[config.mk]
export PLATFORM = sky130hd
export DESIGN_NAME = fixed_partition_fit_allocator
export DESIGN_NICKNAME = d
export VERILOG_FILES = /design/src/hw/rtl/fpfa_pkg.sv /design/src/hw/rtl/fixed_partition_fit_allocator.sv /design/src/hw/rtl/fpfa_mem.sv /design/src/hw/rtl/fpfa_best.sv
export SDC_FILE = /design/constraint.sdc
export NUM_CORES = 1
export LEC_CHECK = 0
export BUFFER_PORTS_ARGS = -buffer_cell sky130_fd_sc_hd__clkbuf_2
export CAP_MARGIN = 30
export CORE_ASPECT_RATIO = 0.75
export CORE_MARGIN = 2
export CORE_UTILIZATION = 30
export CTS_BUF_LIST = sky130_fd_sc_hd__clkbuf_8
export DETAILED_ROUTE_END_ITERATION = 10
export GPL_ROUTABILITY_DRIVEN = 0
export GPL_TIMING_DRIVEN = 1
export PLACE_DENSITY = 0.56
export SLEW_MARGIN = 20
export SYNTH_ARGS = -nofsm -noshare
export SYNTH_HDL_FRONTEND = slang
export SYNTH_HIERARCHICAL = 1
export SYNTH_SLANG_ARGS = --single-unit
[constraint.sdc]
create_clock -name clk -period 4.42 [get_ports clk]
set_input_delay 0.884 -clock clk [delete_from_list [all_inputs] [get_ports clk]]
set_output_delay 0.884 -clock clk [all_outputs]
set_load 0.05 [all_outputs]
[src/hw/rtl/fpfa_pkg.sv]
// Shared types and constants for the fixed partition fit allocator.
// Used by fpfa_best and fixed_partition_fit_allocator; depends on nothing.
package fpfa_pkg;

    // Fixed field widths of the stream words
    localparam int IN_IDX_W  = 6;
    localparam int SIZE_W    = 16;
    localparam int COUNT_W   = 7;
    localparam int S_TDATA_W = 24;
    localparam int M_TDATA_W = 40;

    // Configuration register indexes
    localparam int CFG_IDX_W = 1;
    localparam logic [CFG_IDX_W-1:0] REG_FIT_MODE   = 1'b0;
    localparam logic [CFG_IDX_W-1:0] REG_PART_COUNT = 1'b1;
    localparam int CFG_DATA_W = 7;

    // Fit modes
    localparam logic MODE_WORST = 1'b0;
    localparam logic MODE_BEST  = 1'b1;

    // Input word kinds
    localparam logic FUNC_LOAD  = 1'b0;
    localparam logic FUNC_ALLOC = 1'b1;

    // Result status codes
    typedef enum logic [1:0] {
        ST_LOADED = 2'd0,
        ST_ALLOC  = 2'd1,
        ST_NOFIT  = 2'd2
    } status_t;

    // Scan control from the sequencer to the best-candidate tracker
    typedef struct packed {
        logic clear;   // start of a new search
        logic sample;  // memory read data is a candidate this cycle
    } scan_ctl_t;

endpackage

[src/hw/rtl/fixed_partition_fit_allocator.sv]
// Fixed partition fit allocator: load words write a partition size and free it;
// allocate words pick the largest (worst fit) or smallest (best fit) free
// partition that holds the request, lowest index on ties, and mark it used.
// After reset the block clears the used marks in the table memory and takes
// no input word meanwhile (configuration writes are taken). A load word goes
// from acceptance straight to the done state, and so does an allocate word
// while partition_count is zero. Otherwise an allocate word scans
// min(partition_count, PARTITIONS) entries: the scan reads one table entry
// per cycle through the single read port of the memory, then the drain state
// drains the read pipeline and the done state, once the output register is
// free, writes the used mark and the result. One word is worked on at a time;
// a finished result waits in the output register while the next word is
// accepted. Depends on fpfa_pkg, fpfa_mem and fpfa_best.
module fixed_partition_fit_allocator
    import fpfa_pkg::*;
#(
    parameter int PARTITIONS = 64
) (
    input  logic                  clk,
    input  logic                  rst_n,
    // Configuration write channel
    input  logic                  cfg_valid,
    output logic                  cfg_ready,
    input  logic [CFG_IDX_W-1:0]  cfg_index,
    input  logic [CFG_DATA_W-1:0] cfg_data,
    // Input stream
    input  logic                  s_tvalid,
    output logic                  s_tready,
    input  logic [S_TDATA_W-1:0]  s_tdata,   // [5:0] partition_index, [21:6] size_value
    input  logic                  s_tuser,   // [0] func
    // Result stream
    output logic                  m_tvalid,
    input  logic                  m_tready,
    output logic [M_TDATA_W-1:0]  m_tdata,   // [5:0] chosen_index, [21:6] chosen_size,
                                             // [37:22] leftover
    output logic [1:0]            m_tuser    // [1:0] status
);

    localparam int IDX_W  = (PARTITIONS > 1) ? $clog2(PARTITIONS) : 1;
    localparam int CNT_W  = $clog2(PARTITIONS + 1);
    localparam int CMP_W  = (CNT_W > COUNT_W) ? CNT_W : COUNT_W;
    localparam int WORD_W = SIZE_W + 1;

    typedef enum logic [2:0] {
        S_CLEAR,
        S_IDLE,
        S_SCAN,
        S_DRAIN,
        S_DONE
    } state_t;

    // Unpacked input fields
    logic [IN_IDX_W-1:0] in_idx;
    logic [SIZE_W-1:0]   in_size;

    assign in_idx  = s_tdata[IN_IDX_W-1:0];
    assign in_size = s_tdata[IN_IDX_W +: SIZE_W];

    // Configuration registers
    logic               fit_mode_reg;
    logic [COUNT_W-1:0] part_count_reg;

    assign cfg_ready = 1'b1;

    always_ff @(posedge clk or negedge rst_n)
    begin
        if (!rst_n)
        begin
            fit_mode_reg   <= MODE_WORST;
            part_count_reg <= '0;
        end
        else if (cfg_valid && cfg_ready)
        begin
            case (cfg_index)
                REG_FIT_MODE:   fit_mode_reg   <= cfg_data[0];
                REG_PART_COUNT: part_count_reg <= cfg_data[COUNT_W-1:0];
                default:        ;
            endcase
        end
    end

    // Sequencer state
    state_t              state_reg,    state_next;
    logic [CNT_W-1:0]    addr_reg,     addr_next;
    logic [CNT_W-1:0]    limit_reg,    limit_next;
    logic [SIZE_W-1:0]   req_reg,      req_next;
    logic                alloc_reg,    alloc_next;
    logic                rd_valid_reg, rd_valid_next;
    logic [IDX_W-1:0]    rd_idx_reg,   rd_idx_next;
    logic                m_tvalid_reg, m_tvalid_next;
    status_t             status_reg,   status_next;
    logic [IN_IDX_W-1:0] o_idx_reg,    o_idx_next;
    logic [SIZE_W-1:0]   o_size_reg,   o_size_next;
    logic [SIZE_W-1:0]   o_left_reg,   o_left_next;

    // Memory ports
    logic              wr_en;
    logic [IDX_W-1:0]  wr_addr;
    logic [WORD_W-1:0] wr_data;
    logic              rd_en;
    logic [IDX_W-1:0]  rd_addr;
    logic [WORD_W-1:0] rd_data;

    // Tracker
    scan_ctl_t         scan_ctl;
    logic              found;
    logic [IDX_W-1:0]  best_idx;
    logic [SIZE_W-1:0] best_size;

    logic [CMP_W-1:0]  count_ext;
    logic [CMP_W-1:0]  clamped;
    logic [CNT_W-1:0]  addr_inc;
    logic              in_accept;
    logic              out_free;

    fpfa_mem #(
        .DEPTH  (PARTITIONS),
        .ADDR_W (IDX_W),
        .DATA_W (WORD_W)
    ) u_mem (
        .clk     (clk),
        .wr_en   (wr_en),
        .wr_addr (wr_addr),
        .wr_data (wr_data),
        .rd_en   (rd_en),
        .rd_addr (rd_addr),
        .rd_data (rd_data)
    );

    fpfa_best #(
        .IDX_W (IDX_W)
    ) u_best (
        .clk       (clk),
        .rst_n     (rst_n),
        .ctl       (scan_ctl),
        .fit_mode  (fit_mode_reg),
        .req_size  (req_reg),
        .cand_idx  (rd_idx_reg),
        .cand_used (rd_data[SIZE_W]),
        .cand_size (rd_data[SIZE_W-1:0]),
        .found     (found),
        .best_idx  (best_idx),
        .best_size (best_size)
    );

    assign s_tready  = (state_reg == S_IDLE);
    assign in_accept = s_tvalid && s_tready;
    assign out_free  = !m_tvalid_reg || m_tready;
    assign addr_inc  = addr_reg + CNT_W'(1);

    // Search limit: partition_count clamped to the table depth
    always_comb
    begin
        count_ext = CMP_W'(part_count_reg);
        clamped   = (count_ext > CMP_W'(PARTITIONS)) ? CMP_W'(PARTITIONS) : count_ext;
    end

    // Next-state and memory port logic
    always_comb
    begin
        state_next    = state_reg;
        addr_next     = addr_reg;
        limit_next    = limit_reg;
        req_next      = req_reg;
        alloc_next    = alloc_reg;
        rd_valid_next = 1'b0;
        rd_idx_next   = rd_idx_reg;
        m_tvalid_next = m_tvalid_reg && !m_tready;
        status_next   = status_reg;
        o_idx_next    = o_idx_reg;
        o_size_next   = o_size_reg;
        o_left_next   = o_left_reg;

        wr_en    = 1'b0;
        wr_addr  = addr_reg[IDX_W-1:0];
        wr_data  = '0;
        rd_en    = 1'b0;
        rd_addr  = addr_reg[IDX_W-1:0];
        scan_ctl = '{clear: 1'b0, sample: rd_valid_reg};

        case (state_reg)
            // Sweep the table once, marking every partition free
            S_CLEAR:
            begin
                wr_en     = 1'b1;
                addr_next = addr_inc;
                if (addr_inc == CNT_W'(PARTITIONS))
                begin
                    addr_next  = '0;
                    state_next = S_IDLE;
                end
            end

            S_IDLE:
            begin
                if (in_accept)
                begin
                    req_next   = in_size;
                    alloc_next = (s_tuser == FUNC_ALLOC);
                    addr_next  = '0;
                    limit_next = CNT_W'(clamped);
                    scan_ctl.clear = 1'b1;
                    if (s_tuser == FUNC_LOAD)
                    begin
                        wr_en      = (CMP_W'(in_idx) < CMP_W'(PARTITIONS));
                        wr_addr    = IDX_W'(in_idx);
                        wr_data    = {1'b0, in_size};
                        state_next = S_DONE;
                    end
                    else if (clamped == '0)
                    begin
                        state_next = S_DONE;
                    end
                    else
                    begin
                        state_next = S_SCAN;
                    end
                end
            end

            // One table read per cycle
            S_SCAN:
            begin
                rd_en         = 1'b1;
                rd_valid_next = 1'b1;
                rd_idx_next   = addr_reg[IDX_W-1:0];
                addr_next     = addr_inc;
                if (addr_inc == limit_reg)
                begin
                    state_next = S_DRAIN;
                end
            end

            // Last read data reaches the tracker
            S_DRAIN:
            begin
                state_next = S_DONE;
            end

            // Mark the winner used and post the result
            S_DONE:
            begin
                if (out_free)
                begin
                    m_tvalid_next = 1'b1;
                    o_idx_next    = '0;
                    o_size_next   = '0;
                    o_left_next   = '0;
                    if (!alloc_reg)
                    begin
                        status_next = ST_LOADED;
                    end
                    else if (found)
                    begin
                        status_next = ST_ALLOC;
                        o_idx_next  = IN_IDX_W'(best_idx);
                        o_size_next = best_size;
                        o_left_next = best_size - req_reg;
                        wr_en       = 1'b1;
                        wr_addr     = best_idx;
                        wr_data     = {1'b1, best_size};
                    end
                    else
                    begin
                        status_next = ST_NOFIT;
                    end
                    state_next = S_IDLE;
                end
            end

            default:
            begin
                state_next = S_IDLE;
            end
        endcase
    end

    // State and registered outputs
    always_ff @(posedge clk or negedge rst_n)
    begin
        if (!rst_n)
        begin
            state_reg    <= S_CLEAR;
            addr_reg     <= '0;
            limit_reg    <= '0;
            alloc_reg    <= 1'b0;
            rd_valid_reg <= 1'b0;
            m_tvalid_reg <= 1'b0;
            status_reg   <= ST_LOADED;
        end
        else
        begin
            state_reg    <= state_next;
            addr_reg     <= addr_next;
            limit_reg    <= limit_next;
            alloc_reg    <= alloc_next;
            rd_valid_reg <= rd_valid_next;
            m_tvalid_reg <= m_tvalid_next;
            status_reg   <= status_next;
        end
    end

    always_ff @(posedge clk)
    begin
        req_reg    <= req_next;
        rd_idx_reg <= rd_idx_next;
        o_idx_reg  <= o_idx_next;
        o_size_reg <= o_size_next;
        o_left_reg <= o_left_next;
    end

    assign m_tvalid = m_tvalid_reg;
    assign m_tuser  = status_reg;
    assign m_tdata  = {{(M_TDATA_W - IN_IDX_W - 2*SIZE_W){1'b0}},
                       o_left_reg, o_size_reg, o_idx_reg};

    // A table write never shares a cycle with a scan read
    assert property (@(posedge clk) disable iff (!rst_n) !(wr_en && rd_en))
        else $error("table write during scan read");

    // A winner always lies inside the searched range
    assert property (@(posedge clk) disable iff (!rst_n)
        (state_reg == S_DONE) && alloc_reg && found |->
            (CNT_W'(best_idx) < limit_reg))
        else $error("winner outside search range");

    // An allocation never reports more leftover than the partition holds
    assert property (@(posedge clk) disable iff (!rst_n)
        m_tvalid && (m_tuser == ST_ALLOC) |-> (o_left_reg <= o_size_reg))
        else $error("leftover exceeds partition size");

    // Load and no-fit results carry zero fields
    assert property (@(posedge clk) disable iff (!rst_n)
        m_tvalid && ((m_tuser == ST_NOFIT) || (m_tuser == ST_LOADED)) |-> (m_tdata == '0))
        else $error("nonzero fields on load or no-fit result");

endmodule

[src/hw/rtl/fpfa_mem.sv]
// Partition table memory: one write port, one read port, registered read data.
// Each word holds the used mark above the partition size. No dependencies.
module fpfa_mem #(
    parameter int DEPTH  = 64,
    parameter int ADDR_W = 6,
    parameter int DATA_W = 17
) (
    input  logic              clk,
    input  logic              wr_en,
    input  logic [ADDR_W-1:0] wr_addr,
    input  logic [DATA_W-1:0] wr_data,
    input  logic              rd_en,
    input  logic [ADDR_W-1:0] rd_addr,
    output logic [DATA_W-1:0] rd_data
);

    logic [DATA_W-1:0] mem [DEPTH];
    logic [DATA_W-1:0] rd_data_reg;

    // Write port
    always_ff @(posedge clk)
    begin
        if (wr_en)
        begin
            mem[wr_addr] <= wr_data;
        end
    end

    // Read port, registered read data
    always_ff @(posedge clk)
    begin
        if (rd_en)
        begin
            rd_data_reg <= mem[rd_addr];
        end
    end

    assign rd_data = rd_data_reg;

endmodule

[src/hw/rtl/fpfa_best.sv]
// Best-candidate tracker: keeps the worst-fit or best-fit winner of a scan.
// Depends on fpfa_pkg for the scan control struct and field widths.
module fpfa_best
    import fpfa_pkg::*;
#(
    parameter int IDX_W = 6
) (
    input  logic              clk,
    input  logic              rst_n,
    input  scan_ctl_t         ctl,
    input  logic              fit_mode,
    input  logic [SIZE_W-1:0] req_size,
    input  logic [IDX_W-1:0]  cand_idx,
    input  logic              cand_used,
    input  logic [SIZE_W-1:0] cand_size,
    output logic              found,
    output logic [IDX_W-1:0]  best_idx,
    output logic [SIZE_W-1:0] best_size
);

    logic              found_reg;
    logic              found_next;
    logic [IDX_W-1:0]  best_idx_reg;
    logic [IDX_W-1:0]  best_idx_next;
    logic [SIZE_W-1:0] best_size_reg;
    logic [SIZE_W-1:0] best_size_next;
    logic              fits;
    logic              better;

    // Candidate test: free, large enough, strictly better (ties keep lower index)
    always_comb
    begin
        fits   = !cand_used && (cand_size >= req_size);
        better = !found_reg
              || ((fit_mode == MODE_WORST) && (cand_size > best_size_reg))
              || ((fit_mode == MODE_BEST)  && (cand_size < best_size_reg));

        found_next     = found_reg;
        best_idx_next  = best_idx_reg;
        best_size_next = best_size_reg;
        if (ctl.clear)
        begin
            found_next = 1'b0;
        end
        else if (ctl.sample && fits && better)
        begin
            found_next     = 1'b1;
            best_idx_next  = cand_idx;
            best_size_next = cand_size;
        end
    end

    always_ff @(posedge clk or negedge rst_n)
    begin
        if (!rst_n)
        begin
            found_reg <= 1'b0;
        end
        else
        begin
            found_reg <= found_next;
        end
    end

    // Payload needs no reset
    always_ff @(posedge clk)
    begin
        best_idx_reg  <= best_idx_next;
        best_size_reg <= best_size_next;
    end

    assign found     = found_reg;
    assign best_idx  = best_idx_reg;
    assign best_size = best_size_reg;

endmodule

Yosys cells after proc, flatten, opt, wreduce, memory -nomap -nowiden
Memories as Yosys holds them, arrays and structs flattened. A register that Yosys moved wholly into a read port is not among the register bits.
Cells that the tools add are included.
W data, S select, Z words.
{"block": "word_totals", "ff_bits": 113, "mem_bits_rw": 1088, "in_bits": 38, "wordCells": 103, "n_memories": 1}
{"block": "classes", "addsub": 2, "order_cmp": 4, "eq_ne": 10, "mux": 40, "bitwise": 3, "reduce_logical": 26}
{"name": "u_mem.mem", "words": 64, "word_bits": 17, "read_ports": 1, "rd_clocked_by_memory_dff": 1, "wr": 1, "line_no": "fpfa_mem.sv:17", "source": "logic [DATA_W-1:0] mem [DEPTH];"}
{"op": "$mux W17", "count": 3}
{"op": "$pmux W17 S2", "count": 1}
{"op": "$mux W16", "count": 2}
{"op": "$mux W6", "count": 5}
{"op": "$mux W7", "count": 3}
{"op": "$pmux W7 S3", "count": 1}
{"op": "$mux W3", "count": 6}
{"op": "$ge A16 B16 Y1", "count": 1}
{"op": "$gt A16 B16 Y1", "count": 1}
{"op": "$lt A16 B16 Y1", "count": 1}
{"op": "$sub A16 B16 Y16", "count": 1}
{"op": "$pmux W3 S5", "count": 1}
{"op": "$mux W1", "count": 14}
{"op": "$reduce_and A2 Y1", "count": 7}
{"op": "$pmux W6 S2", "count": 1}
{"op": "$add A7 B1 Y7 const B", "count": 1}
{"op": "$eq A7 B7 Y1", "count": 1}
{"op": "$eq A7 B7 Y1 const B", "count": 1}
{"op": "$gt A7 B7 Y1 const B", "count": 1}
{"op": "$logic_and A1 B1 Y1", "count": 7}
{"op": "$logic_not A7 Y1", "count": 1}
{"op": "$eq A3 B2 Y1 const B", "count": 2}
{"op": "$ne A2 B2 Y1 const B", "count": 3}
{"op": "$logic_not A1 Y1", "count": 4}
{"op": "other kinds (11)", "count": 16}

Logic depth before layout (Yosys ltp)
{"block": "logic_depth", "depth_word": 7, "mapped_depth": 12, "mapped_depth_nobuf": 9}

By module
The synthesis kept the hierarchy.
{"mod": "fpfa_mem", "instances": 1, "cells_per_inst": 1953, "area_each_um2": 42514.5}
{"mod": "fixed_partition_fit_allocator", "instances": 1, "cells_per_inst": 436, "area_each_um2": 4787.1}
{"mod": "fpfa_best", "instances": 1, "cells_per_inst": 136, "area_each_um2": 1525.2}

Least setup slack after synthesis
OpenSTA, ideal clock, no wires.
{"block": "synth_path", "path_type": "input to register", "startpoint": "input m_tready", "endpoint": "memory u_mem.mem[0][0] (data pin)", "setup_ns": 0.702, "arrival_ns": 4.188, "t_required_ns": 3.718, "setup_slack_ns": -0.470, "cell_stages": 4, "n_path_buf": 0, "path_cell_list": "nand2b_1 > nor3b_2 > nand2_2 > o21ai_0"}
{"block": "synth_via", "elab_chain_len": 3}
{"element": "start, declared", "line_no": "fixed_partition_fit_allocator.sv:33", "source": "input logic m_tready,"}
{"element": "$logic_or A1 B1 Y1", "line_no": "fixed_partition_fit_allocator.sv:148", "source": "assign out_free = !m_tvalid_reg || m_tready;"}
{"element": "$mux W17", "line_no": "fixed_partition_fit_allocator.sv:243", "source": "if (out_free)"}
{"element": "$pmux W17 S2", "line_no": "fixed_partition_fit_allocator.sv:181", "source": "case (state_reg)"}
{"element": "net wr_data[0]", "line_no": "fixed_partition_fit_allocator.sv:99", "source": "logic [WORD_W-1:0] wr_data;"}
{"element": "end, declared", "line_no": "fpfa_mem.sv:17"}
The timed path passes the listed nets, and every way through them passes these cells.

==> flow_metrics.py <==
metrics = {
    "detailed_routing": {
        "routed_via_density": 4.98,
        "avgRoutedWirePerCell_um": 24.4,
        "antenna_left": 0,
        "drt-total-wl_um": 125000,
        "drc_errors": 0,
        "route.vias.total": 25600,
        "dr.pass1.iters": 7,
        "initialDrtViolationCount": 2946,
    },
    "pwr": {
        "power_leakage_nw": 18.9,
        "powerDensity_nw_per_um2": 584,
        "ir_drop_v": 0.000315,
    },
    "grt": {
        "overflow": 0,
        "grt_pass1_vias": 25200,
        "antenna_found_initial": 10,
        "grt_usage_pct": 14.8,
        "grt_pass1_wl_um": 180000,
        "grt_max_degree": 67,
    },
    "sta": {
        "holdWs_ns": 0.232,
        "slew_headroom_pct": 37.0,
        "fin_crit_sh_pct": 81.0,
        "tightest_slew_ns": 0.941,
        "rsz0062_at_grt": "false",
        "finClkSkew_ns": 0.0479,
        "hold_viol_final": 0,
        "post-route-min-period_ns": 3.58,
        "report.final.setup_viol": 0,
        "finalMaxSlewViolations": 0,
        "fmaxAchievable_ghz": 0.279,
    },
    "setup_path": {
        "cp_data_arrival_time_ns": 4.14,
        "critical_path_required_ns": 4.98,
        "path_max_fanout": 47,
        "r2r-end": "u_mem/rd_data[12]",
        "cp-start-kind": "flip-flop",
        "rr_startpoint": "addr_reg[0]",
        "r2r.worst_path.cells": 5,
        "endpoint_kind": "flip-flop",
        "crit_path_end": "u_mem/rd_data[12]",
        "reg2reg_slack_ns": 0.84,
        "crit_type": "flip-flop to flip-flop",
        "worstSetupStartpoint": "addr_reg[0]",
    },
    "run_status": {
        "status": "complete, no violations",
    },
    "cts": {
        "root_buffer": "clkbuf_8",
        "htree_levels": 4,
        "cts.clk_slew.worst_paths_ns": 0.06,
        "cts_hold_buf": 0,
        "insertion_delay_ns": 0.88,
        "clk_path_buf_depth": 3,
        "cts_tree": "yes",
        "cts_sinks": 1218,
        "cts_setup_buffers": 0,
        "cts_resized": 0,
        "cts_made_buffers": 183,
    },
    "cells_and_area": {
        "n_fill_cell": 15200,
        "final-seq-area_um2": 36400,
        "final_common_cell": "edfxtp_1",
        "syn_to_final_growth_pct": 15.5,
        "drive_gt1_share_pct": 27.1,
        "final_cell_mix": "edfxtp_1, mux4_2, clkbuf_8",
        "instances_no_fill": 5128,
        "largest_reg_flops": 1088,
        "multi_input_area_um2": 11600,
        "nets": 2929,
        "design_area_um2": 56400,
    },
    "yosys": {
        "synth_area_leaders": "edfxtp_1, mux4_2, mux2i_1, dfrtp_1, ha_1",
        "synth_edf_count": 1187,
        "yosysTopAreaCellShare_pct": 73.0,
        "synth_cell_type_count": 81,
        "synth_ff_type": "edfxtp_1",
        "synth_area_leader_cell": "edfxtp_1",
        "yosysSeqAreaShare_pct": 74.6,
        "synthArstFlopShare_pct": 2.55,
        "synth_area_um2": 48800,
        "syn_avg_cell_area_um2": 19.3,
        "synth-seq-cells": 1218,
        "synth_warnings": 6,
        "syn_inst": 2525,
    },
    "floorplanning": {
        "fp-row-count": 128,
        "io_pins": 83,
        "die-area_um2": 166000,
        "die_w_um": 470,
        "die_h_um": 353,
        "core_area_um2": 162000,
        "initial_core_util_pct": 30.1,
    },
    "job": {
        "maxCapViolCount": 0,
    },
    "placement": {
        "placed_cells": 4798,
        "io_buffers": 77,
        "place_area_um2": 53000,
        "hpwl_um": 79800,
    },
    "hold_path": {
        "hp-class": "input pin to flip-flop",
    },
}
-- synth_stat cells (all sizes together), types with 38 or more instances --
cell	n
edfxtp	1187
mux4	216
mux2i	128
nor2	121
buf	81
a22oi	69
nand2	66
inv	57
clkbuf	54
ha	48
a221oi	46
a21oi	42
and3	38
-- layout make-up --
class / instances / share of cell area [%]
repair buffers: 266 / 3.84
clock buffers: 190 / 4.64
multi-input cells: 1115 / 20.5
well taps: 2145 / 4.76
clock inverters: 133 / 1.25
flip-flops and latches: 1218 / 64.6
inverters: 58 / 0.386
diodes: 3 / 0.0133
-- routing by layer --
| metal | wire (µm) | part of all wire [%] | GRT usage (%) |
|---|---|---|---|
| met1 | 58300 | 47 | 22.4 |
| met2 | 51400 | 41 | 20.1 |
| met3 | 12700 | 10 | 4.54 |
| met4 | 2820 | 2.3 | 4.65 |
| met5 | 156 | 0.12 | 0.648 |
-- worst min path at each step --
stage	cells past startpoint	end	startpoint	slack, ns
after floorplan	0	u_best/best_idx[0]	rd_idx_reg[0]	0.40
after global placement	0	u_best/best_idx[4]	rd_idx_reg[4]	0.40
after detailed placement	0	u_best/best_idx[1]	rd_idx_reg[1]	0.41
after CTS	1	fit_mode_reg	rst_n	0.07
after global routing	1	req_reg[13]	s_tdata[19]	0.18
final	1	req_reg[13]	s_tdata[19]	0.23
-- power by group --
part           internal, mW  switching, mW  total, mW  leakage [nW]
Sequential             13.6          0.535       14.2          11.4
Combinational          3.98           6.26       10.2          5.57
Clock                  4.22           4.34       8.56          1.90
-- cell families (layout without fill, tap and decap cells) --
family / after synthesis / after routing / share of synthesized area [%]
adders and majority gates: 49 / 49 / 1.27
muxes: 366 / 366 / 13.1
xor gates and xnor gates: 15 / 15 / 0.297
other: 2 / 6 / 0.0154
buffers and inverters: 193 / 647 / 2.12
AOI/OAI and AO/OA: 305 / 305 / 4.65
and+or+nand+nor: 377 / 377 / 3.96
DFF: 1218 / 1218 / 74.6
-- per-stage QoR --
stage          worst slack (ns)  utilization (%)  setup TNS [ns]  power (mW)
6_report                  0.840             34.8               0        33.0
5_1_grt                   0.688             34.8               0        34.3
4_1_cts                   0.943             34.7               0        33.1
3_5_place_dp              0.536             32.7               0        24.5
3_3_place_gp              0.353             32.6               0        24.5
2_1_floorplan            -0.470                -         -129.89        20.5
-- worst max-delay path, cell delays in order, from the launching register on --
cell and delay, ns:
dfrtp_4 0.98, buf_12 0.42, mux2i_1 0.13, a221oi_1 0.57, o221ai_1 0.38, a211oi_1 0.71
Note: power is estimated with default switching activity, not from simulation.
